$ cat src/hw/rtl/recent_word_repetition_detector_unit_defines.svh
// Assertion helpers shared by the RTL. Each expects clk and arst_n in scope.
`ifndef RECENT_WORD_REPETITION_DETECTOR_UNIT_DEFINES_SVH
`define RECENT_WORD_REPETITION_DETECTOR_UNIT_DEFINES_SVH

// Same-cycle implication.
`define RWRD_ASSERT_NOW(lbl, ant, cons) \
	lbl: assert property (@(posedge clk) disable iff (!arst_n) (ant) |-> (cons)) \
		else $error("rwrd assertion failed");

// Next-cycle implication.
`define RWRD_ASSERT_NXT(lbl, ant, cons) \
	lbl: assert property (@(posedge clk) disable iff (!arst_n) (ant) |=> (cons)) \
		else $error("rwrd assertion failed");

`endif

$ cat src/hw/rtl/rwrd_pkg.sv
`timescale 1ns / 1ps

package rwrd_pkg;

	localparam int WORD_BYTES_DEF    = 64;
	localparam int HISTORY_SLOTS_DEF = 5;
	localparam int TEXT_BYTES        = 65536;
	localparam int POS_W             = $clog2(TEXT_BYTES);
	localparam int BUDGET_W          = 16;
	localparam logic [BUDGET_W-1:0] BUDGET_RESET = BUDGET_W'(256);
	localparam int MIN_WORD          = 3;

	// register index within the config space
	localparam logic REG_BUDGET = 1'b0;

	// broadcast from the control section to every slot cell
	typedef struct packed {
		logic [7:0]       letter;   // folded byte
		logic             app;      // letter appended this cycle
		logic             fin;      // word of MIN_WORD or more ends this cycle
		logic             use_now;  // ending word includes this cycle's letter
		logic             clr;      // end of text: drop history
		logic [7:0]       p0;       // first two letters of the ending word
		logic [7:0]       p1;
		logic [POS_W-1:0] fin_begin;
	} cell_ctl_t;

	// priority link: first matching slot wins
	typedef struct packed {
		logic             hit;
		logic [POS_W-1:0] start;
	} chain_t;

	function automatic logic is_sep(input logic [7:0] c);
		case (c)
			8'h20, 8'h0a, 8'h0d, 8'h09, 8'h2e, 8'h2c, 8'h21, 8'h3f,
			8'h3b, 8'h3a, 8'h22, 8'h28, 8'h29, 8'h27, 8'h2d: is_sep = 1'b1;
			default: is_sep = 1'b0;
		endcase
	endfunction

	function automatic logic [7:0] fold_lower(input logic [7:0] c);
		if (c >= 8'h41 && c <= 8'h5a) begin
			fold_lower = c + 8'h20;
		end else begin
			fold_lower = c;
		end
	endfunction

endpackage

$ cat src/hw/rtl/rwrd_cell.sv
`timescale 1ns / 1ps

// One history slot: stored word, incremental match flag, priority link.
module rwrd_cell #(
	parameter int WORD_BYTES = rwrd_pkg::WORD_BYTES_DEF,
	localparam int LEN_W = $clog2(WORD_BYTES)
) (
	input  logic               clk,
	input  logic               arst_n,
	input  rwrd_pkg::cell_ctl_t ctl,
	input  logic               sel,       // this slot is the next to be replaced
	input  logic [LEN_W-1:0]   lidx,      // index of the incoming letter
	input  logic [LEN_W-1:0]   rd_addr,   // prefetch address for the next letter
	input  logic [LEN_W-1:0]   fin_len,
	input  rwrd_pkg::chain_t   chain_in,
	output rwrd_pkg::chain_t   chain_out
);

	logic [LEN_W-1:0]          len_q;
	logic [rwrd_pkg::POS_W-1:0] start_q;
	logic [7:0]                p0_q;
	logic [7:0]                p1_q;
	logic [7:0]                rd_q;
	logic                      match_q;
	logic [7:0]                mem_q [WORD_BYTES];

	logic [7:0] stored;
	logic       match_now;
	logic       flag;
	logic       hit;
	logic       store;

	// positions 0 and 1 live in flops so a short word never touches the memory
	assign stored    = (lidx == LEN_W'(0)) ? p0_q :
	                   (lidx == LEN_W'(1)) ? p1_q : rd_q;
	assign match_now = (stored == ctl.letter) && ((lidx == LEN_W'(0)) || match_q);
	assign flag      = ctl.use_now ? match_now : match_q;
	assign hit       = ctl.fin && flag && (len_q == fin_len);
	assign store     = ctl.fin && sel;

	assign chain_out.hit   = chain_in.hit || hit;
	assign chain_out.start = chain_in.hit ? chain_in.start : start_q;

	always_ff @(posedge clk or negedge arst_n) begin
		if (!arst_n) begin
			len_q   <= '0;
			match_q <= 1'b0;
		end else begin
			if (ctl.clr) begin
				len_q <= '0;
			end else if (store) begin
				len_q <= fin_len;
			end
			if (ctl.app) begin
				match_q <= match_now;
			end
		end
	end

	always_ff @(posedge clk) begin
		if (store) begin
			start_q <= ctl.fin_begin;
			p0_q    <= ctl.p0;
			p1_q    <= ctl.p1;
		end
	end

	// old byte is read (prefetched) before the current word overwrites it
	always_ff @(posedge clk) begin
		if (ctl.app && sel && (lidx >= LEN_W'(2))) begin
			mem_q[lidx] <= ctl.letter;
		end
		rd_q <= mem_q[rd_addr];
	end

endmodule

$ cat src/hw/rtl/recent_word_repetition_detector_unit.sv
`timescale 1ns / 1ps

// Recent word repetition detector. Text enters one byte per item on the s_ side (tlast
// marks the last byte of a text) and is split into words at space, LF, CR, TAB and
// . , ! ? ; : " ( ) ' -; letters fold to lower case. A word of three or more bytes is
// checked against the last HISTORY_SLOTS such words; on a match one item leaves on
// the m_ side with the word's start, its length and the start kept by the lowest
// numbered matching slot. Words hold at most WORD_BYTES-1 bytes; a further letter ends
// the word and is dropped. Once report_budget reports have gone out, bytes are ignored
// until the end of text, which always clears the history and the position count.
// Rate: one byte per cycle, sustained. A report sits in the output register in the cycle
// after its ending byte; input stalls only while that register is full and m_tready is
// low. The rate is set by the slot cells, which compare each letter as it arrives
// against a byte prefetched in the cycle before from each slot's word memory.
module recent_word_repetition_detector_unit #(
	parameter int WORD_BYTES    = rwrd_pkg::WORD_BYTES_DEF,
	parameter int HISTORY_SLOTS = rwrd_pkg::HISTORY_SLOTS_DEF,
	localparam int LEN_W  = $clog2(WORD_BYTES),
	localparam int OUT_W  = ((2 * rwrd_pkg::POS_W + LEN_W + 7) / 8) * 8
) (
	input  logic             clk,
	input  logic             arst_n,
	// text in
	input  logic             s_tvalid,
	output logic             s_tready,
	input  logic [7:0]       s_tdata,   // text_byte
	input  logic             s_tlast,   // end_of_text
	// reports out
	output logic             m_tvalid,
	input  logic             m_tready,
	output logic [OUT_W-1:0] m_tdata,   // repeat_start, word_length, earlier_start, zero pad
	// config
	input  logic             psel,
	input  logic             penable,
	input  logic             pwrite,
	input  logic [2:0]       paddr,
	input  logic [31:0]      pwdata,
	output logic [31:0]      prdata,
	output logic             pready
);

	localparam int POS_W  = rwrd_pkg::POS_W;
	localparam int BUD_W  = rwrd_pkg::BUDGET_W;
	localparam int SLOT_W = (HISTORY_SLOTS > 1) ? $clog2(HISTORY_SLOTS) : 1;
	localparam int PAD_W  = OUT_W - (2 * POS_W + LEN_W);

	// word under construction
	logic [LEN_W-1:0]  cur_len_q;
	logic [POS_W-1:0]  cur_begin_q;
	logic [7:0]        cur0_q;
	logic [7:0]        cur1_q;
	// history and text bookkeeping
	logic [SLOT_W-1:0] next_slot_q;
	logic [POS_W-1:0]  pos_q;
	logic [BUD_W-1:0]  issued_q;
	logic [BUD_W-1:0]  budget_q;
	// output register
	logic              out_valid_q;
	logic [POS_W-1:0]  out_start_q;
	logic [LEN_W-1:0]  out_len_q;
	logic [POS_W-1:0]  out_early_q;

	logic             acc;
	logic             active;
	logic             proc;
	logic [7:0]       letter;
	logic             app;
	logic             fin_any;
	logic             fin_ok;
	logic [LEN_W-1:0] fin_len;
	logic [LEN_W-1:0] len_d;
	logic [POS_W-1:0] fin_begin;
	logic             report;
	logic             cfg_wr;

	rwrd_pkg::cell_ctl_t ctl;
	rwrd_pkg::chain_t    links [HISTORY_SLOTS+1];

	assign acc    = s_tvalid && s_tready;
	assign active = issued_q < budget_q;
	assign proc   = acc && active;
	assign letter = rwrd_pkg::fold_lower(s_tdata);

	// a letter is kept while the word has room; otherwise the byte ends the word
	assign app     = proc && !rwrd_pkg::is_sep(s_tdata) &&
	                 (cur_len_q < LEN_W'(WORD_BYTES - 1));
	// end of text folds the implicit separator into the same cycle
	assign fin_any = proc && (!app || s_tlast);
	assign fin_len = app ? (cur_len_q + LEN_W'(1)) : cur_len_q;
	assign fin_ok  = fin_any && (fin_len >= LEN_W'(rwrd_pkg::MIN_WORD));
	assign fin_begin = (app && (cur_len_q == '0)) ? pos_q : cur_begin_q;

	always_comb begin
		if (acc && s_tlast) begin
			len_d = '0;
		end else if (app) begin
			len_d = cur_len_q + LEN_W'(1);
		end else if (proc) begin
			len_d = '0;
		end else begin
			len_d = cur_len_q;
		end
	end

	assign ctl.letter    = letter;
	assign ctl.app       = app;
	assign ctl.fin       = fin_ok;
	assign ctl.use_now   = app;
	assign ctl.clr       = acc && s_tlast;
	assign ctl.p0        = cur0_q;
	assign ctl.p1        = cur1_q;
	assign ctl.fin_begin = fin_begin;

	// row of slot cells; the priority link runs from slot 0 upward
	assign links[0] = '0;

	for (genvar i = 0; i < HISTORY_SLOTS; i++) begin : g_slot
		rwrd_cell #(
			.WORD_BYTES(WORD_BYTES)
		) u_cell (
			.clk      (clk),
			.arst_n   (arst_n),
			.ctl      (ctl),
			.sel      (next_slot_q == SLOT_W'(i)),
			.lidx     (cur_len_q),
			.rd_addr  (len_d),
			.fin_len  (fin_len),
			.chain_in (links[i]),
			.chain_out(links[i+1])
		);
	end

	assign report = fin_ok && links[HISTORY_SLOTS].hit;

	// control state
	always_ff @(posedge clk or negedge arst_n) begin
		if (!arst_n) begin
			cur_len_q   <= '0;
			cur_begin_q <= '0;
			next_slot_q <= '0;
			pos_q       <= '0;
			issued_q    <= '0;
		end else if (acc && s_tlast) begin
			cur_len_q   <= '0;
			cur_begin_q <= '0;
			next_slot_q <= '0;
			pos_q       <= '0;
			issued_q    <= '0;
		end else if (proc) begin
			cur_len_q   <= len_d;
			cur_begin_q <= fin_begin;
			pos_q       <= pos_q + POS_W'(1);
			if (fin_ok) begin
				next_slot_q <= (next_slot_q == SLOT_W'(HISTORY_SLOTS - 1)) ?
				               '0 : (next_slot_q + SLOT_W'(1));
			end
			if (report) begin
				issued_q <= issued_q + BUD_W'(1);
			end
		end
	end

	// first two letters of the word, handed to a slot when it is stored
	always_ff @(posedge clk) begin
		if (app && (cur_len_q == LEN_W'(0))) begin
			cur0_q <= letter;
		end
		if (app && (cur_len_q == LEN_W'(1))) begin
			cur1_q <= letter;
		end
	end

	// output register; frees up in the same cycle it is taken
	assign s_tready = !out_valid_q || m_tready;

	always_ff @(posedge clk or negedge arst_n) begin
		if (!arst_n) begin
			out_valid_q <= 1'b0;
		end else if (acc && report) begin
			out_valid_q <= 1'b1;
		end else if (m_tready) begin
			out_valid_q <= 1'b0;
		end
	end

	always_ff @(posedge clk) begin
		if (acc && report) begin
			out_start_q <= fin_begin;
			out_len_q   <= fin_len;
			out_early_q <= links[HISTORY_SLOTS].start;
		end
	end

	assign m_tvalid = out_valid_q;
	assign m_tdata  = {{PAD_W{1'b0}}, out_early_q, out_len_q, out_start_q};

	// config port
	assign pready = 1'b1;
	assign cfg_wr = psel && penable && pwrite && pready && (paddr[2] == rwrd_pkg::REG_BUDGET);

	always_ff @(posedge clk or negedge arst_n) begin
		if (!arst_n) begin
			budget_q <= rwrd_pkg::BUDGET_RESET;
		end else if (cfg_wr) begin
			budget_q <= pwdata[BUD_W-1:0];
		end
	end

	assign prdata = (paddr[2] == rwrd_pkg::REG_BUDGET) ? {{(32 - BUD_W){1'b0}}, budget_q} : '0;

`include "recent_word_repetition_detector_unit_defines.svh"

	`RWRD_ASSERT_NOW(a_len_bound, 1'b1, cur_len_q <= LEN_W'(WORD_BYTES - 1))
	`RWRD_ASSERT_NOW(a_slot_bound, 1'b1, next_slot_q <= SLOT_W'(HISTORY_SLOTS - 1))
	`RWRD_ASSERT_NXT(a_eot_clears, acc && s_tlast,
		(cur_len_q == '0) && (pos_q == '0) && (issued_q == '0) && (next_slot_q == '0))
	`RWRD_ASSERT_NXT(a_report_out, acc && report, m_tvalid)

endmodule
$ cat config.mk
export PLATFORM = sky130hd
export DESIGN_NAME = recent_word_repetition_detector_unit
export DESIGN_NICKNAME = d
export VERILOG_FILES = /design/src/hw/rtl/rwrd_pkg.sv /design/src/hw/rtl/rwrd_cell.sv /design/src/hw/rtl/recent_word_repetition_detector_unit.sv
export VERILOG_INCLUDE_DIRS = /design/src /design/src/hw/rtl
export SDC_FILE = /design/constraint.sdc
export NUM_CORES = 2
export LEC_CHECK = 0
export ABC_CLOCK_PERIOD_IN_PS = 19920
export BUFFER_PORTS_ARGS = -buffer_cell sky130_fd_sc_hd__buf_2
export CAP_MARGIN = 20
export CORE_AREA = 8 8 618 620
export CTS_BUF_LIST = sky130_fd_sc_hd__clkbuf_16
export DETAILED_ROUTE_END_ITERATION = 8
export DIE_AREA = 0 0 626 628
export GPL_TIMING_DRIVEN = 0
export PLACE_DENSITY_LB_ADDON = 0.15
export SYNTH_ARGS = -nofsm -noshare
export SYNTH_HDL_FRONTEND = slang
export SYNTH_HIERARCHICAL = 1
export SYNTH_SLANG_ARGS = --single-unit
$ cat constraint.sdc
create_clock -name clk -period 19.92 [get_ports clk]
set_input_delay 3.984 -clock clk [delete_from_list [all_inputs] [get_ports clk]]
set_output_delay 3.984 -clock clk [all_outputs]
set_load 0.005 [all_outputs]
# Yosys cells after proc, flatten, opt, wreduce, memory -nomap -nowiden
# Memories as Yosys holds them, arrays and structs flattened. A register that Yosys moved wholly into a read port is not among the register bits.
# Cells that the tools add are included.
[totals] ram_bits=2560 mem_bits_ro=64 memories=6 inputBits=51 register_bits=323 out_inout_bits=75 wordCells=205
[classes] n_eq_ne=15 reduce_logical=73 muxes=62 magnitude_cmp=6 add_sub_neg=5 bitwise_logic=1
[memory_table] memory="g_slot[0].u_cell.mem_q" depth=64 word_bits=8 read_ports=1 rd_clocked_by_memory_dff=1 write_ports=1 line_no="rwrd_cell.sv:25" text="logic [7:0] mem_q [WORD_BYTES];"
[memory_table] memory="g_slot[1].u_cell.mem_q" depth=64 word_bits=8 read_ports=1 rd_clocked_by_memory_dff=1 write_ports=1 line_no="rwrd_cell.sv:25"
[memory_table] memory="g_slot[2].u_cell.mem_q" depth=64 word_bits=8 read_ports=1 rd_clocked_by_memory_dff=1 write_ports=1 line_no="rwrd_cell.sv:25"
[memory_table] memory="g_slot[3].u_cell.mem_q" depth=64 word_bits=8 read_ports=1 rd_clocked_by_memory_dff=1 write_ports=1 line_no="rwrd_cell.sv:25"
[memory_table] memory="g_slot[4].u_cell.mem_q" depth=64 word_bits=8 read_ports=1 rd_clocked_by_memory_dff=1 write_ports=1 line_no="rwrd_cell.sv:25"
[memory_table] memory="(no name shown)" depth=64 word_bits=1 read_ports=1 rd_clocked_by_memory_dff=0 write_ports=0 line_no="rwrd_pkg.sv:35" text="case (c)"
[op_table] operator="two-way mux 16 bit" count=13
[op_table] operator="two-way mux 6 bit" count=16
[op_table] operator="two-way mux 8 bit" count=11
[op_table] operator="logical AND 1 bit" count=45
[op_table] operator="equality test 8 bit" count=5
[op_table] operator="adder 16 x 1 -> 16 bit (second input constant)" count=2
[op_table] operator="equality test 6 bit" count=5
[op_table] operator="two-way mux 1 bit" count=18
[op_table] operator="nonzero test 2 bit" count=9
[op_table] operator="< comparator 16 bit" count=1
[op_table] operator=">= comparator 6 x 2 -> 1 bit (second input constant)" count=2
[op_table] operator="two-way mux 3 bit" count=4
[op_table] operator="logical OR 1 bit" count=11
[op_table] operator="adder 8 x 6 -> 8 bit (second input constant)" count=1
[op_table] operator=">= comparator 8 x 7 -> 1 bit (second input constant)" count=1
[op_table] operator="less-or-equal comparator 8 x 7 -> 1 bit (second input constant)" count=1
[op_table] operator="adder 6 x 1 -> 6 bit (second input constant)" count=1
[op_table] operator="equality test 3 x 2 -> 1 bit (second input constant)" count=2
[op_table] operator="equality test 6 x 1 -> 1 bit (second input constant)" count=1
[op_table] operator="zero test 6 bit" count=1
[op_table] operator="< comparator 6 bit (second input constant)" count=1
[op_table] operator="AND reduction 2 bit" count=2
[op_table] operator="adder 3 x 1 -> 3 bit (second input constant)" count=1
[op_table] operator="equality test 3 x 1 -> 1 bit (second input constant)" count=1
[op_table] operator="other kinds (5)" count=7

# Depth between registers and ports, before layout
[depth] ltp_word=20 mapped_depth=36 ltp_nobuf=24

# Hierarchy
# Netlist, hierarchy kept.
[modules_own_cells] mod="rwrd_cell" instances=5 cells_per_inst=1036 seq_area_each_um2=16671.0 area_per_inst_um2=21707.1
[modules_own_cells] mod="recent_word_repetition_detector_unit" instances=1 cells_per_inst=602 seq_area_each_um2=3474.6 area_per_inst_um2=6392.4

# Least setup slack after synthesis
# No wires, ideal clock.
[synth_timing] kind="input-to-reg" start="input port s_tdata[2]" end="register out_early_q[0], enable pin" arrival_time_ps=19641 setup_slack_ps=-155 path_stages=28 setup_time_ps=435 cell_sequence="buf_6 o21bai_1 nand3_1 nand4_1 o21bai_1 o22ai_1 nor4_1 o2111ai_1 o31ai_1 clkbuf_1 buf_1 a21oi_1 o31ai_1 clkbuf_1 buf_1 a21oi_1 o31ai_1 clkbuf_1 buf_1 a21oi_1 o31ai_1 clkbuf_1 buf_1 a21oi_1 o31ai_1 o211ai_1 clkbuf_1 nor2_1"
[synth_lines] element="from (decl)" line_no="recent_word_repetition_detector_unit.sv:26" text="input logic [7:0] s_tdata,"
[synth_lines] element="to (signal assigned)" line_no="recent_word_repetition_detector_unit.sv:190" text="out_early_q <= links[HISTORY_SLOTS].start;"
[synth_lines] element="to (decl)" line_no="recent_word_repetition_detector_unit.sv:61" text="logic [POS_W-1:0] out_early_q;"

==> out/metrics.yaml <==
status:
  status: "finished, final reports clean"
layout:
  area_delta_synth_final_pct: 16.22
  fill_cells: 34536
  layout_commonest_cell: "edfxtp_1"
  drive_above_1_share_pct: 22.82
  nNetsFinal: 6436
  layout_common_cells: "edfxtp_1, mux4_2, nor2_1"
  fin_util_pct: 35.97
timing:
  hold_viol: 0
  tightestPinTransition_ps: 1112
  setup_ws_ps: 3451
  period_minus_slack_ps: 16470
  rsz0062_at_grt: "false"
  finalSetupTns_ps: 0
  setup_viol: 0
  slew_headroom_pct: 25.89
  post-route-period-util_pct: 82.67
  slew_viol_final: 0
  fmax_mhz: 60.72
  skew_ps: 39.90
synthesis:
  yosysWarnings: 6
  ys_seq_area_share_pct: 75.55
  yosys-top-cells-area: "edfxtp_1, mux4_2, dfrtp_1, a22oi_1, nor2_1"
  ys_types: 70
  ys_seq_elements: 2923
  synth_cells: 5782
  synth-edff-count: 2774
  yosysTopAreaCell: "edfxtp_1"
  syn_area_um2: 114900
  async_flop_share_pct: 3.729
  synth_top_flop_cell: "edfxtp_1"
  synth_area_per_cell_um2: 19.88
  synth_top_area_share_pct: 72.48
pwr:
  total_leakage_power_uw: 0.04243
  powerDensity_nw_per_um2: 116.6
  internal_power_uw: 11330
  peakVddDrop_mv: 0.06363
  p_clk_share_pct: 37.0
  combPwrFrac_pct: 18.3
  power_frac_seq_pct: 44.7
  switchingPower_uw: 4242
  p_sw_share_pct: 27.24
route:
  drc_errors: 0
  drtAntennaViolNets: 0
  postRouteWirelength_mm: 313.9
  first_pass_iters: 8
  vias: 58517
  routedWlPerCell_um: 27.09
  drt_first_iter_violations: 5380
  viasPerCell: 5.049
clocking:
  cts_setup_buffers: 0
  tritoncts: "built"
  h-tree-depth: 5
  max-clock-path-buffers: 4
  worstSkewPairLatency_ps: 910
  numCtsBuffers: 323
  path_clk_slew_ps: 50
  root_buffer: "clkbuf_16"
  cts.sinks: 2923
  cts_resized: 0
  cts_hold_buf: 0
critical_path:
  crit_fanout: 130
  worstSetupPathType: "in2reg"
  crit_slowest_cell: "o31ai_1"
  end_kind: "flop"
  cp.arrival_ps: 17040
  crit_top_cell: "clkbuf_1"
  cpPeakStageDelay_ps: 780
  r2r_cells: 33
  critPathLaunchType: "primary input"
  required_ps: 20490
die:
  dieArea_um2: 393100
  die_w_um: 626
  dieHeight_um: 628
  core_area_um2: 371400
  rows: 224
  ios: 126
  start_util_pct: 30.95
grt:
  grt_max_degree: 141
  antenna_found_initial: 18
  grt_pass1_wl_mm: 447.6
  grt_pass1_vias: 60338
  grt_usage_pct: 15.51
  grt_overflow_total: 0
min_path:
  hold_depth: 1
  hold_class: "reg2reg"
job:
  cap_violations: 0
placement:
  hpwlAfterDp_mm: 202.8
  numPortBuffers: 87
  gp_congestion: 0.7942
  post-place-ws_ps: 1888
-- stage by stage --
step | instance area, um2 | total power [uW] | cells | hold WS [ps]
2_1_floorplan | 115300 | 8781 | 5891 | 477.2
3_3_place_gp | 122000 | 9977 | 10950 | 487.0
3_5_place_dp | 123300 | 9978 | 10998 | 496.1
4_1_cts | 133500 | 15790 | 11576 | 509.2
5_1_grt | 133600 | 16150 | 11584 | 521.5
6_report | 133600 | 15570 | 11589 | 507.3
-- sequential cells by signal, summed over array words and instances (netlist names), 16 cells and up --
register               flops
g_slot.u_cell/mem_q     2560
g_slot.u_cell/start_q     80
g_slot.u_cell/p0_q        40
g_slot.u_cell/p1_q        40
g_slot.u_cell/rd_q        40
g_slot.u_cell/len_q       30
budget_q                  16
cur_begin_q               16
issued_q                  16
out_early_q               16
out_start_q               16
pos_q                     16
-- area by class of cell --
cell class / count / area [um2] / area share, %
antenna: 10 / 25.02 / 0.01873
inverter: 76 / 285.3 / 0.2136
tap: 4972 / 6221 / 4.657
timing repair buffer: 138 / 1705 / 1.277
sequential: 2923 / 86830 / 65.01
buffer: 317 / 1508 / 1.129
multi-input combinational: 2575 / 26860 / 20.11
clock inverter: 241 / 1702 / 1.274
clock buffer: 337 / 8433 / 6.314
-- final timing paths --
check	startpoint	slack [ps]	endpoint
setup / recovery	s_tdata[0]	3450	out_early_q[10]
setup reg to reg	issued_q[2]	6130	out_early_q[10]
hold reg to reg	budget_q[4]	510	budget_q[4]
min in group asynchronous	arst_n	2960	budget_q[14]
max in group asynchronous	arst_n	16140	g_slot[1].u_cell/match_q
hold / removal	budget_q[4]	510	budget_q[4]
-- power groups by stage --
stage               clock [uW]  sequential (uW)  combinational, uW
floorplan                    0             7050               1730
global placement             0             7160               2820
detailed placement           0             7090               2890
CTS                       5930             6960               2900
global route              6150             6970               3030
finish                    5760             6960               2850
-- worst max-delay path, delay by kind of cell --
family	cells	cell delay, ps
simple gates	4	1790
buf+inv	17	7210
mux	1	80
fa+ha+maj	1	330
compound gates	14	3220
-- cell usage after synthesis, types with 10 or more instances --
library cell / instances
a21oi_1: 110
a221oi_1: 80
a22o_1: 90
a22oi_1: 205
and3_1: 20
buf_1: 16
buf_2: 88
buf_4: 29
buf_6: 13
clkbuf_1: 171
dfrtp_1: 108
dfxtp_1: 40
edfxtp_1: 2774
ha_1: 31
inv_1: 75
mux2_2: 97
mux2i_1: 47
mux4_2: 640
nand2_1: 229
nand2b_1: 32
nand3_1: 67
nand3b_1: 15
nand4_1: 14
nor2_1: 361
nor2b_1: 35
nor3_1: 12
nor4_1: 29
o21ai_0: 41
o21ai_1: 10
o221ai_1: 45
o22ai_1: 10
o31ai_1: 29
or3b_2: 10
or4_1: 25
xnor2_1: 28
xor2_1: 11
-- routing by layer --
layer | up-vias | part of all wire, % | track usage (%)
li1 | 25042 | - | -
met1 | 31476 | 44 | 21.54
met2 | 1584 | 48 | 25.56
met3 | 413 | 5.6 | 2.521
met4 | 2 | 2.3 | 3.651
met5 | - | 0.0041 | 0
-- kinds of logic after synthesis --
logic type,count (synthesis),share of synthesized area [%]
buffers and inverters,393,1.559
XOR/XNOR,39,0.2972
adder cells (fa/ha/maj),31,0.3375
multiplexers,785,13.91
AND/OR/NAND/NOR,909,3.823
flip-flops,2923,75.55
AO/OA/AOI/OAI,695,4.494
other,7,0.02287
(Power assumes the default switching activity.)
